<file path="src/hw/rtl/jcp_pkg.sv">
package jcp_pkg;

  // default chain limits
  localparam int MAX_DEVICES_DEF = 32;
  localparam int MAX_IR_BITS_DEF = 32;

  // item kinds
  localparam logic REQ_START = 1'b0;
  localparam logic REQ_TICK  = 1'b1;

  // idcode sanity limits
  localparam logic [6:0] ID_CODE_MIN = 7'd2;
  localparam logic [6:0] ID_CODE_MAX = 7'd126;
  localparam logic [3:0] ID_BANK_MAX = 4'd8;
  localparam logic [4:0] COUNT_SAT   = 5'd31;

  // input item
  typedef struct packed {
    logic        req_type;
    logic        tdo;
    logic [31:0] pattern;
  } req_t;

  // result item
  typedef struct packed {
    logic        tms;
    logic        tdi;
    logic        done_res;
    logic [4:0]  device_count;
    logic        bypass_ok;
    logic [31:0] id_word;
    logic        id_strobe;
    logic        id_valid;
    logic        found;
  } res_t;

  // mirror a 32-bit word end for end
  function automatic logic [31:0] bit_rev32(input logic [31:0] v);
    logic [31:0] r;
    for (int i = 0; i < 32; i++) begin
      r[i] = v[31-i];
    end
    return r;
  endfunction

  // manufacturer code and bank plausibility
  function automatic logic id_is_valid(input logic [31:0] id);
    logic [6:0] code;
    logic [3:0] bank;
    code = {1'b0, id[6:1]};
    bank = id[11:8];
    return (code >= ID_CODE_MIN) && (code <= ID_CODE_MAX) && (bank <= ID_BANK_MAX);
  endfunction

endpackage

</file>
<file path="src/hw/rtl/jtag_chain_probe.sv">
// path: an item is registered in the input register, then passes through the
// sequencer, and its result is registered in the result register
// throughput: one item per cycle while the result side does not stall; the sequencer state is updated in a single pass
// reset: synchronous, active high; sequencer goes idle and both stages empty
module jtag_chain_probe import jcp_pkg::*; #(
  parameter int MAX_DEVICES = MAX_DEVICES_DEF,
  parameter int MAX_IR_BITS = MAX_IR_BITS_DEF
) (
  input  logic clk,
  input  logic rst,
  input  logic req_valid,
  output logic req_stall,
  input  req_t req,
  output logic res_valid,
  input  logic res_stall,
  output res_t res
);

  logic q_valid, q_stall;
  req_t q_item;
  logic r_valid, r_stall;
  res_t r_item;

  // input register
  jcp_stage #(.T(req_t)) u_in (
    .clk      (clk),
    .rst      (rst),
    .up_valid (req_valid),
    .up_stall (req_stall),
    .up_data  (req),
    .dn_valid (q_valid),
    .dn_stall (q_stall),
    .dn_data  (q_item)
  );

  // sequencer
  jcp_seq #(
    .MAX_DEVICES (MAX_DEVICES),
    .MAX_IR_BITS (MAX_IR_BITS)
  ) u_seq (
    .clk       (clk),
    .rst       (rst),
    .in_valid  (q_valid),
    .in_stall  (q_stall),
    .item      (q_item),
    .res_valid (r_valid),
    .res_stall (r_stall),
    .res       (r_item)
  );

  // result register
  jcp_stage #(.T(res_t)) u_out (
    .clk      (clk),
    .rst      (rst),
    .up_valid (r_valid),
    .up_stall (r_stall),
    .up_data  (r_item),
    .dn_valid (res_valid),
    .dn_stall (res_stall),
    .dn_data  (res)
  );

endmodule

</file>
<file path="src/hw/rtl/jcp_stage.sv">
module jcp_stage #(
  parameter type T = logic
) (
  input  logic clk,
  input  logic rst,
  input  logic up_valid,
  output logic up_stall,
  input  T     up_data,
  output logic dn_valid,
  input  logic dn_stall,
  output T     dn_data
);

  logic full;
  T     data;

  // hold while the downstream side is stalled
  assign up_stall = full && dn_stall;
  assign dn_valid = full;
  assign dn_data  = data;

  always_ff @(posedge clk) begin
    if (rst) begin
      full <= 1'b0;
    end else if (!up_stall) begin
      full <= up_valid;
    end
  end

  // payload load, no reset
  always_ff @(posedge clk) begin
    if (!up_stall && up_valid) begin
      data <= up_data;
    end
  end

endmodule

</file>
<file path="src/hw/rtl/jcp_seq.sv">
module jcp_seq import jcp_pkg::*; #(
  parameter int MAX_DEVICES = MAX_DEVICES_DEF,
  parameter int MAX_IR_BITS = MAX_IR_BITS_DEF
) (
  input  logic clk,
  input  logic rst,
  input  logic in_valid,
  output logic in_stall,
  input  req_t item,
  output logic res_valid,
  input  logic res_stall,
  output res_t res
);

  localparam int CNT_W   = $clog2(MAX_DEVICES * (MAX_IR_BITS + 32) + 33);
  localparam int CC_W    = $clog2(MAX_DEVICES);
  localparam int IRF_LEN = MAX_DEVICES * MAX_IR_BITS;

  typedef enum logic [4:0] {
    PH_IDLE, PH_D_TLR, PH_D_RTI, PH_D_SIR, PH_D_IRF, PH_D_TODR, PH_D_ONES,
    PH_D_CNT, PH_D_EXIT, PH_B_TLR, PH_B_RTI, PH_B_SIR, PH_B_IRF, PH_B_TORTI,
    PH_B_SDR, PH_B_SHIFT, PH_B_EXIT, PH_I_TLR, PH_I_RTI, PH_I_SDR, PH_I_SHIFT,
    PH_I_TLR2, PH_I_RTI2
  } phase_t;

  phase_t            phase, phase_next;
  logic [CNT_W-1:0]  bit_counter, bit_counter_next;
  logic [CC_W-1:0]   chain_count, chain_count_next;
  logic [31:0]       pattern_shift, pattern_shift_next;
  logic [31:0]       capture_shift, capture_shift_next;
  logic [31:0]       id_shift, id_shift_next;
  logic              id_seen, id_seen_next;
  logic              first_id_ok, first_id_ok_next;

  logic              fire;
  logic [CNT_W-1:0]  cur_len;
  logic [CNT_W-1:0]  cnt_inc;
  logic [CNT_W-1:0]  cc_wide;
  logic [CNT_W-1:0]  shift_len_next;
  logic              ended;
  logic              strobe;
  logic [31:0]       idw;
  logic              idv;
  logic              byp;
  logic [6:0]        cc_sat;
  logic              tms, tdi;

  // one item passes per cycle unless the result side stalls
  assign fire      = in_valid && !res_stall;
  assign in_stall  = res_stall;
  assign res_valid = in_valid;

  // edge count of the current phase
  assign cc_wide = CNT_W'(chain_count);
  always_comb begin
    case (phase)
      PH_D_TLR, PH_B_TLR, PH_I_TLR, PH_I_TLR2: cur_len = CNT_W'(5);
      PH_D_SIR, PH_B_SIR:                      cur_len = CNT_W'(4);
      PH_D_IRF:                                cur_len = CNT_W'(IRF_LEN);
      PH_D_TODR:                               cur_len = CNT_W'(5);
      PH_D_ONES:                               cur_len = CNT_W'(MAX_DEVICES);
      PH_D_CNT:                                cur_len = CNT_W'(MAX_DEVICES - 1);
      PH_D_EXIT, PH_B_TORTI, PH_B_SDR, PH_I_SDR: cur_len = CNT_W'(3);
      PH_B_IRF:   cur_len = CNT_W'(cc_wide * CNT_W'(MAX_IR_BITS));
      PH_B_SHIFT: cur_len = cc_wide + CNT_W'(32);
      PH_B_EXIT:  cur_len = CNT_W'(2);
      PH_I_SHIFT: cur_len = cc_wide << 5;
      default:    cur_len = CNT_W'(1);
    endcase
  end

  // sequencer step for one item
  always_comb begin
    phase_next         = phase;
    bit_counter_next   = bit_counter;
    chain_count_next   = chain_count;
    pattern_shift_next = pattern_shift;
    capture_shift_next = capture_shift;
    id_shift_next      = id_shift;
    id_seen_next       = id_seen;
    first_id_ok_next   = first_id_ok;
    ended              = 1'b0;
    strobe             = 1'b0;
    idw                = '0;
    idv                = 1'b0;
    cnt_inc            = bit_counter + CNT_W'(1);
    if (item.req_type == REQ_START) begin
      pattern_shift_next = item.pattern;
      chain_count_next   = '0;
      capture_shift_next = '0;
      id_shift_next      = '0;
      id_seen_next       = 1'b0;
      first_id_ok_next   = 1'b0;
      phase_next         = PH_D_TLR;
      bit_counter_next   = '0;
    end else if (phase != PH_IDLE) begin
      if (phase == PH_D_CNT && item.tdo == 1'b0) begin
        // first zero ends the bypass count
        chain_count_next = bit_counter[CC_W-1:0];
        phase_next       = PH_D_EXIT;
        bit_counter_next = '0;
      end else begin
        if (phase == PH_B_SHIFT) begin
          capture_shift_next = {capture_shift[30:0], item.tdo};
        end else if (phase == PH_I_SHIFT) begin
          id_shift_next = {id_shift[30:0], item.tdo};
          if (bit_counter[4:0] == 5'h1f) begin
            strobe       = 1'b1;
            idw          = bit_rev32(id_shift_next);
            idv          = id_is_valid(idw);
            id_seen_next = 1'b1;
            if (!id_seen) begin
              first_id_ok_next = idv;
            end
          end
        end
        if (cnt_inc >= cur_len) begin
          bit_counter_next = '0;
          case (phase)
            PH_D_CNT: begin
              // no zero in the window
              chain_count_next = '0;
              phase_next       = PH_D_EXIT;
            end
            PH_D_EXIT: begin
              if (chain_count == '0) ended = 1'b1;
              else phase_next = PH_B_TLR;
            end
            PH_B_EXIT: begin
              if (bit_rev32(capture_shift) == pattern_shift) phase_next = PH_I_TLR;
              else ended = 1'b1;
            end
            PH_I_RTI2: begin
              ended = 1'b1;
            end
            default: begin
              phase_next = phase_t'(5'(phase) + 5'd1);
            end
          endcase
        end else begin
          bit_counter_next = cnt_inc;
        end
      end
    end
    if (ended) begin
      phase_next = PH_IDLE;
    end
  end

  // pin levels for the next edge
  assign shift_len_next = CNT_W'(chain_count_next) + CNT_W'(32);
  always_comb begin
    tms = 1'b0;
    tdi = 1'b0;
    case (phase_next)
      PH_D_TLR, PH_B_TLR, PH_I_TLR: tms = 1'b1;
      PH_D_SIR, PH_B_SIR: tms = (bit_counter_next < CNT_W'(2));
      PH_D_IRF, PH_B_IRF, PH_D_ONES, PH_I_SHIFT, PH_I_RTI2: tdi = 1'b1;
      PH_D_TODR: begin
        tms = (bit_counter_next < CNT_W'(3));
        tdi = 1'b1;
      end
      PH_D_EXIT: tms = (bit_counter_next < CNT_W'(2));
      PH_B_TORTI: begin
        tms = (bit_counter_next < CNT_W'(2));
        tdi = 1'b1;
      end
      PH_B_SDR: begin
        tms = (bit_counter_next < CNT_W'(1));
        tdi = 1'b1;
      end
      PH_B_SHIFT: begin
        tms = ((bit_counter_next + CNT_W'(1)) == shift_len_next);
        tdi = (bit_counter_next < CNT_W'(32)) ? pattern_shift_next[bit_counter_next[4:0]]
                                              : 1'b0;
      end
      PH_B_EXIT: tms = (bit_counter_next < CNT_W'(1));
      PH_I_SDR:  tms = (bit_counter_next < CNT_W'(1));
      PH_I_TLR2: begin
        tms = 1'b1;
        tdi = 1'b1;
      end
      default: begin
        tms = 1'b0;
        tdi = 1'b0;
      end
    endcase
  end

  // result fields
  assign cc_sat = 7'(chain_count_next);
  assign byp    = ended && (chain_count_next != '0) &&
                  (bit_rev32(capture_shift_next) == pattern_shift_next);
  always_comb begin
    res.tms          = tms;
    res.tdi          = tdi;
    res.done_res     = ended;
    res.device_count = '0;
    if (ended) begin
      res.device_count = (cc_sat > 7'(COUNT_SAT)) ? COUNT_SAT : cc_sat[4:0];
    end
    res.bypass_ok    = byp;
    res.id_word      = idw;
    res.id_strobe    = strobe;
    res.id_valid     = idv;
    res.found        = ended && (chain_count_next != '0) && byp && first_id_ok_next;
  end

  // sequencer state and shift registers
  always_ff @(posedge clk) begin
    if (rst) begin
      phase         <= PH_IDLE;
      bit_counter   <= '0;
      chain_count   <= '0;
      pattern_shift <= '0;
      capture_shift <= '0;
      id_shift      <= '0;
      id_seen       <= 1'b0;
      first_id_ok   <= 1'b0;
    end else if (fire) begin
      phase         <= phase_next;
      bit_counter   <= bit_counter_next;
      chain_count   <= chain_count_next;
      pattern_shift <= pattern_shift_next;
      capture_shift <= capture_shift_next;
      id_shift      <= id_shift_next;
      id_seen       <= id_seen_next;
      first_id_ok   <= first_id_ok_next;
    end
  end

  a_start_restarts: assert property (@(posedge clk) disable iff (rst)
    fire && item.req_type == REQ_START |=> phase == PH_D_TLR && bit_counter == '0)
    else $error("start item did not restart the sequence");

  a_done_to_idle: assert property (@(posedge clk) disable iff (rst)
    fire && res.done_res |=> phase == PH_IDLE)
    else $error("run ended but sequencer not idle");

  a_strobe_in_shift: assert property (@(posedge clk) disable iff (rst)
    fire && res.id_strobe |-> phase == PH_I_SHIFT)
    else $error("idcode strobe outside the idcode shift");

  a_counter_in_range: assert property (@(posedge clk) disable iff (rst)
    phase != PH_IDLE |-> bit_counter < cur_len)
    else $error("edge counter beyond phase length");

  a_done_pins_rest: assert property (@(posedge clk) disable iff (rst)
    fire && res.done_res |-> !res.tms && !res.tdi && !res.id_strobe)
    else $error("pins not at rest when the run ends");

endmodule

</file>
<file path="config.mk">
export PLATFORM = sky130hd
export DESIGN_NAME = jtag_chain_probe
export DESIGN_NICKNAME = d
export VERILOG_FILES = /design/src/hw/rtl/jcp_pkg.sv /design/src/hw/rtl/jtag_chain_probe.sv /design/src/hw/rtl/jcp_stage.sv /design/src/hw/rtl/jcp_seq.sv
export SDC_FILE = /design/constraint.sdc
export NUM_CORES = 1
export LEC_CHECK = 0
export BUFFER_PORTS_ARGS = -buffer_cell sky130_fd_sc_hd__buf_2
export CAP_MARGIN = 20
export CORE_UTILIZATION = 60
export DETAILED_ROUTE_END_ITERATION = 16
export GPL_TIMING_DRIVEN = 0
export PLACE_DENSITY = 0.81
export SYNTH_ARGS = -nofsm -noshare
export SYNTH_HDL_FRONTEND = slang
export SYNTH_SLANG_ARGS = --single-unit
export TNS_END_PERCENT = 10
</file>
<file path="constraint.sdc">
create_clock -name clk -period 7.1 [get_ports clk]
set_input_delay 1.42 -clock clk [delete_from_list [all_inputs] [get_ports clk]]
set_output_delay 1.42 -clock clk [all_outputs]
set_load 0.01 [all_outputs]
</file>
==> out/results.ini <==
[sta]
setup_viol = 0
slew_violations = 0
finalWorstSetupSlack_ns = 0.9322
finalCriticalPeriod_ns = 6.168
worst_pin_slew_ns = 0.9717
setup_tns_ns = 0
hold_viol_final = 0
final.period_utilization_pct = 86.87
slew_headroom_pct = 34.83
skew_ns = 0.01635
grt_setup_unrepaired = no
max_freq_ghz = 0.1621

[worst_setup_path]
rr_startpoint = u_seq.phase[2]
start_kind = flop
crit_required_ns = 7.29
worstRegToRegCells = 24
cp-endpoint = u_out.dn_data[43]
r2r_end = u_out.dn_data[43]
worstSetupEndpointType = flop
arrival_ns = 6.36
crit_start = u_seq.phase[2]
path_max_fanout = 10
critPathKind = flop to flop
r2r_setup_slack_ns = 0.93

[synthesis]
yosysWarnings = 0
synth_flop_cell = dfxtp_1
seq_area_frac_synth_pct = 45.60
synth_top_area_cell = dfxtp_1
synth_edf_count = 78
synth.distinct_cells = 83
synth_cells = 1103
ys_ff_latch = 199
synth_nets = 1161
synth_top_area_share_pct = 23.18
synth_async_sr_flop_share_pct = 0
synthTopCellsByArea = dfxtp_1 23%, edfxtp_1 22%, nand2_1 5.0%, xnor2_1 4.3%, nor2_1 3.9%
avgSynthCellArea_um2 = 9.473
synth_area_um2 = 10450

[clock_tree]
cts_resized = 0
cts_max_level = 4
cts_tree = yes
numClockSinks = 199
clk_latency_ns = 0.45
cts_max_path_buffers = 2
cts.clk_slew.worst_paths_ns = 0.08
post_cts.repair.setup_buffers = 0
numCtsBuffers = 17
root_buffer = clkbuf_16
postCtsHoldBufs = 0

[grt]
gr-total-overflow = 0
grt_usage_pct = 33.48
grt_max_degree = 42
grt_pass1_vias = 8646
antenna_found_initial = 0
grt_first_pass_wirelength_um = 45860

[die]
start_util_pct = 62.13
die_area_um2 = 17950
design.core.area_um2 = 16820
ioPinCount = 84
die_y_um = 134.0
core.rowCount = 47
die_w_um = 134.0

[route]
drc = 0
dr.pass1.iters = 6
avgRoutedWirePerCell_um = 20.41
drt-initial-drc-count = 1172
vias = 9210
vias_per_cell = 6.405
routed_wl_um = 29350
detail-route-antenna-nets = 0

[layout]
layout.nets = 1263
stdcell_area_um2 = 11790
n_antenna_cell = 0
finalCoreUtilization_pct = 70.10
drive_above_1_share_pct = 14.94
synthToLayoutAreaGrowth_pct = 12.84
fin_cells = 1438

[flow_run]
drv_cap = 0

[power]
powerDensity_nw_per_um2 = 212.6
leakage_uw = 0.004367
irDropWorstVdd_uv = 196.6

[placement]
hpwl_um = 21620
postPlaceCellArea_um2 = 11160
numPortBuffers = 82
dp_slack_ns = 1.138
gp_congestion = 1.037
place_inst = 1406

[outcome]
outcome = finished, final reports clean

[min_path]
hold_path_class = flop to flop

[kinds of logic (layout without fill, tap and decap cells)]
family                   count (synthesis)  after routing  share of synthesized area (%)
adder cells (fa/ha/maj)                 20             20                          2.395
AO/OA/AOI/OAI                          255            255                          17.83
XOR/XNOR                                75             75                          6.430
AND/OR/NAND/NOR                        424            424                          19.83
multiplexers                            42             42                          4.083
buffers and inverters                   88            203                          3.832
flip-flops                             199            199                          45.60
[sequential cells by signal, summed over array words and instances (netlist names), 5 cells and up]
name	cells
u_seq.phase	5
u_seq.capture_shift	32
u_seq.bit_counter	12
u_seq.id_shift	31
u_in.dn_data	34
u_seq.chain_count	5
u_seq.pattern_shift	32
u_out.dn_data	44
[power by group]
part | internal [uW] | total [uW] | leakage (uW) | switching (uW)
clock network | 484 | 990 | 0.000300 | 506
logic | 90.9 | 261 | 0.00236 | 170
registers | 1220 | 1260 | 0.00171 | 32.2
[placed cells by master, fill, tap and decap left out, types with 36 or more instances in the layout]
cell type / Yosys / final
buf_2: 11 / 93
a21oi_1: 66 / 66
xnor2_1: 51 / 51
clkbuf_1: 48 / 47
nand2_1: 140 / 140
nor2_1: 108 / 108
edfxtp_1: 78 / 78
a22oi_1: 50 / 50
mux2i_1: 37 / 37
dfxtp_1: 121 / 121
and2_1: 36 / 36
[area by class of cell]
| type | instances | area, um^2 |
|---|---|---|
| Multi-Input combinational cell | 816 | 5291 |
| Fill cell | 1338 | 5029 |
| Sequential cell | 199 | 4765 |
| Timing Repair Buffer | 83 | 430.4 |
| Clock buffer | 17 | 425.4 |
| Buffer | 74 | 349.1 |
| Tap cell | 220 | 275.3 |
| Clock inverter | 15 | 201.4 |
| Inverter | 14 | 52.55 |
[critical path, stage by stage (launching register included)]
cell and delay (ns):
dfxtp_1 0.33, clkbuf_1 0.33, clkbuf_1 0.41, and3_1 0.23
ha_1 0.20, clkbuf_1 0.41, nor3_1 0.12, a221oi_1 0.27
nand2_1 0.09, ha_1 0.27, nand2b_1 0.14, a2111oi_0 0.43
nor4_1 0.16, nor3_2 0.32, buf_4 0.25, a21oi_1 0.10
buf_2 0.21, inv_2 0.07, buf_2 0.23, ha_1 0.29
nand4_1 0.22, nor4_4 0.29, mux2i_1 0.11, a31o_2 0.21
a31o_1 0.22
[metal layers]
layer	global-route usage, %	vias up	share of wire (%)
met5	0	-	0
met4	13.32	0	3.6
met3	6.425	99	9.1
met2	53.51	526	45
met1	44.77	4326	42
li1	-	4259	-
[metrics by stage]
step	hold slack, ns	total power [uW]
floorplan	0.4485	1440
global placement	0.4623	1527
detailed placement	0.4781	1532
CTS	0.4962	2503
global route	0.5175	2575
finish	0.4911	2506
[synthesized netlist by cell type, drive strengths merged, types with 5 or more instances]
cell type and n:
a211oi 19, a21o 5, a21oi 67, a221oi 7
a22oi 50, a31oi 11, a32o 7, a32oi 6
and2 36, and3 15, buf 26, clkbuf 48
dfxtp 121, edfxtp 78, ha 20, inv 13
mux2 5, mux2i 37, nand2 140, nand2b 6
nand3 23, nand4 22, nor2 109, nor3 25
nor4 10, o211ai 5, o21ai 21, o221a 15
or3 7, or4 7, xnor2 51, xor2 23
[worst min-delay path by stage]
stage	start	endpoint	slack (ns)	cells after the start
after detailed placement	u_seq.first_id_ok	u_seq.first_id_ok	0.48	2
after CTS	u_seq.first_id_ok	u_seq.first_id_ok	0.50	2
after floorplan	u_seq.first_id_ok	u_seq.first_id_ok	0.45	2
after global routing	u_seq.first_id_ok	u_seq.first_id_ok	0.52	2
final	u_seq.first_id_ok	u_seq.first_id_ok	0.49	2
after global placement	u_seq.first_id_ok	u_seq.first_id_ok	0.46	2
No activity file was read; power rests on OpenSTA's default activity.
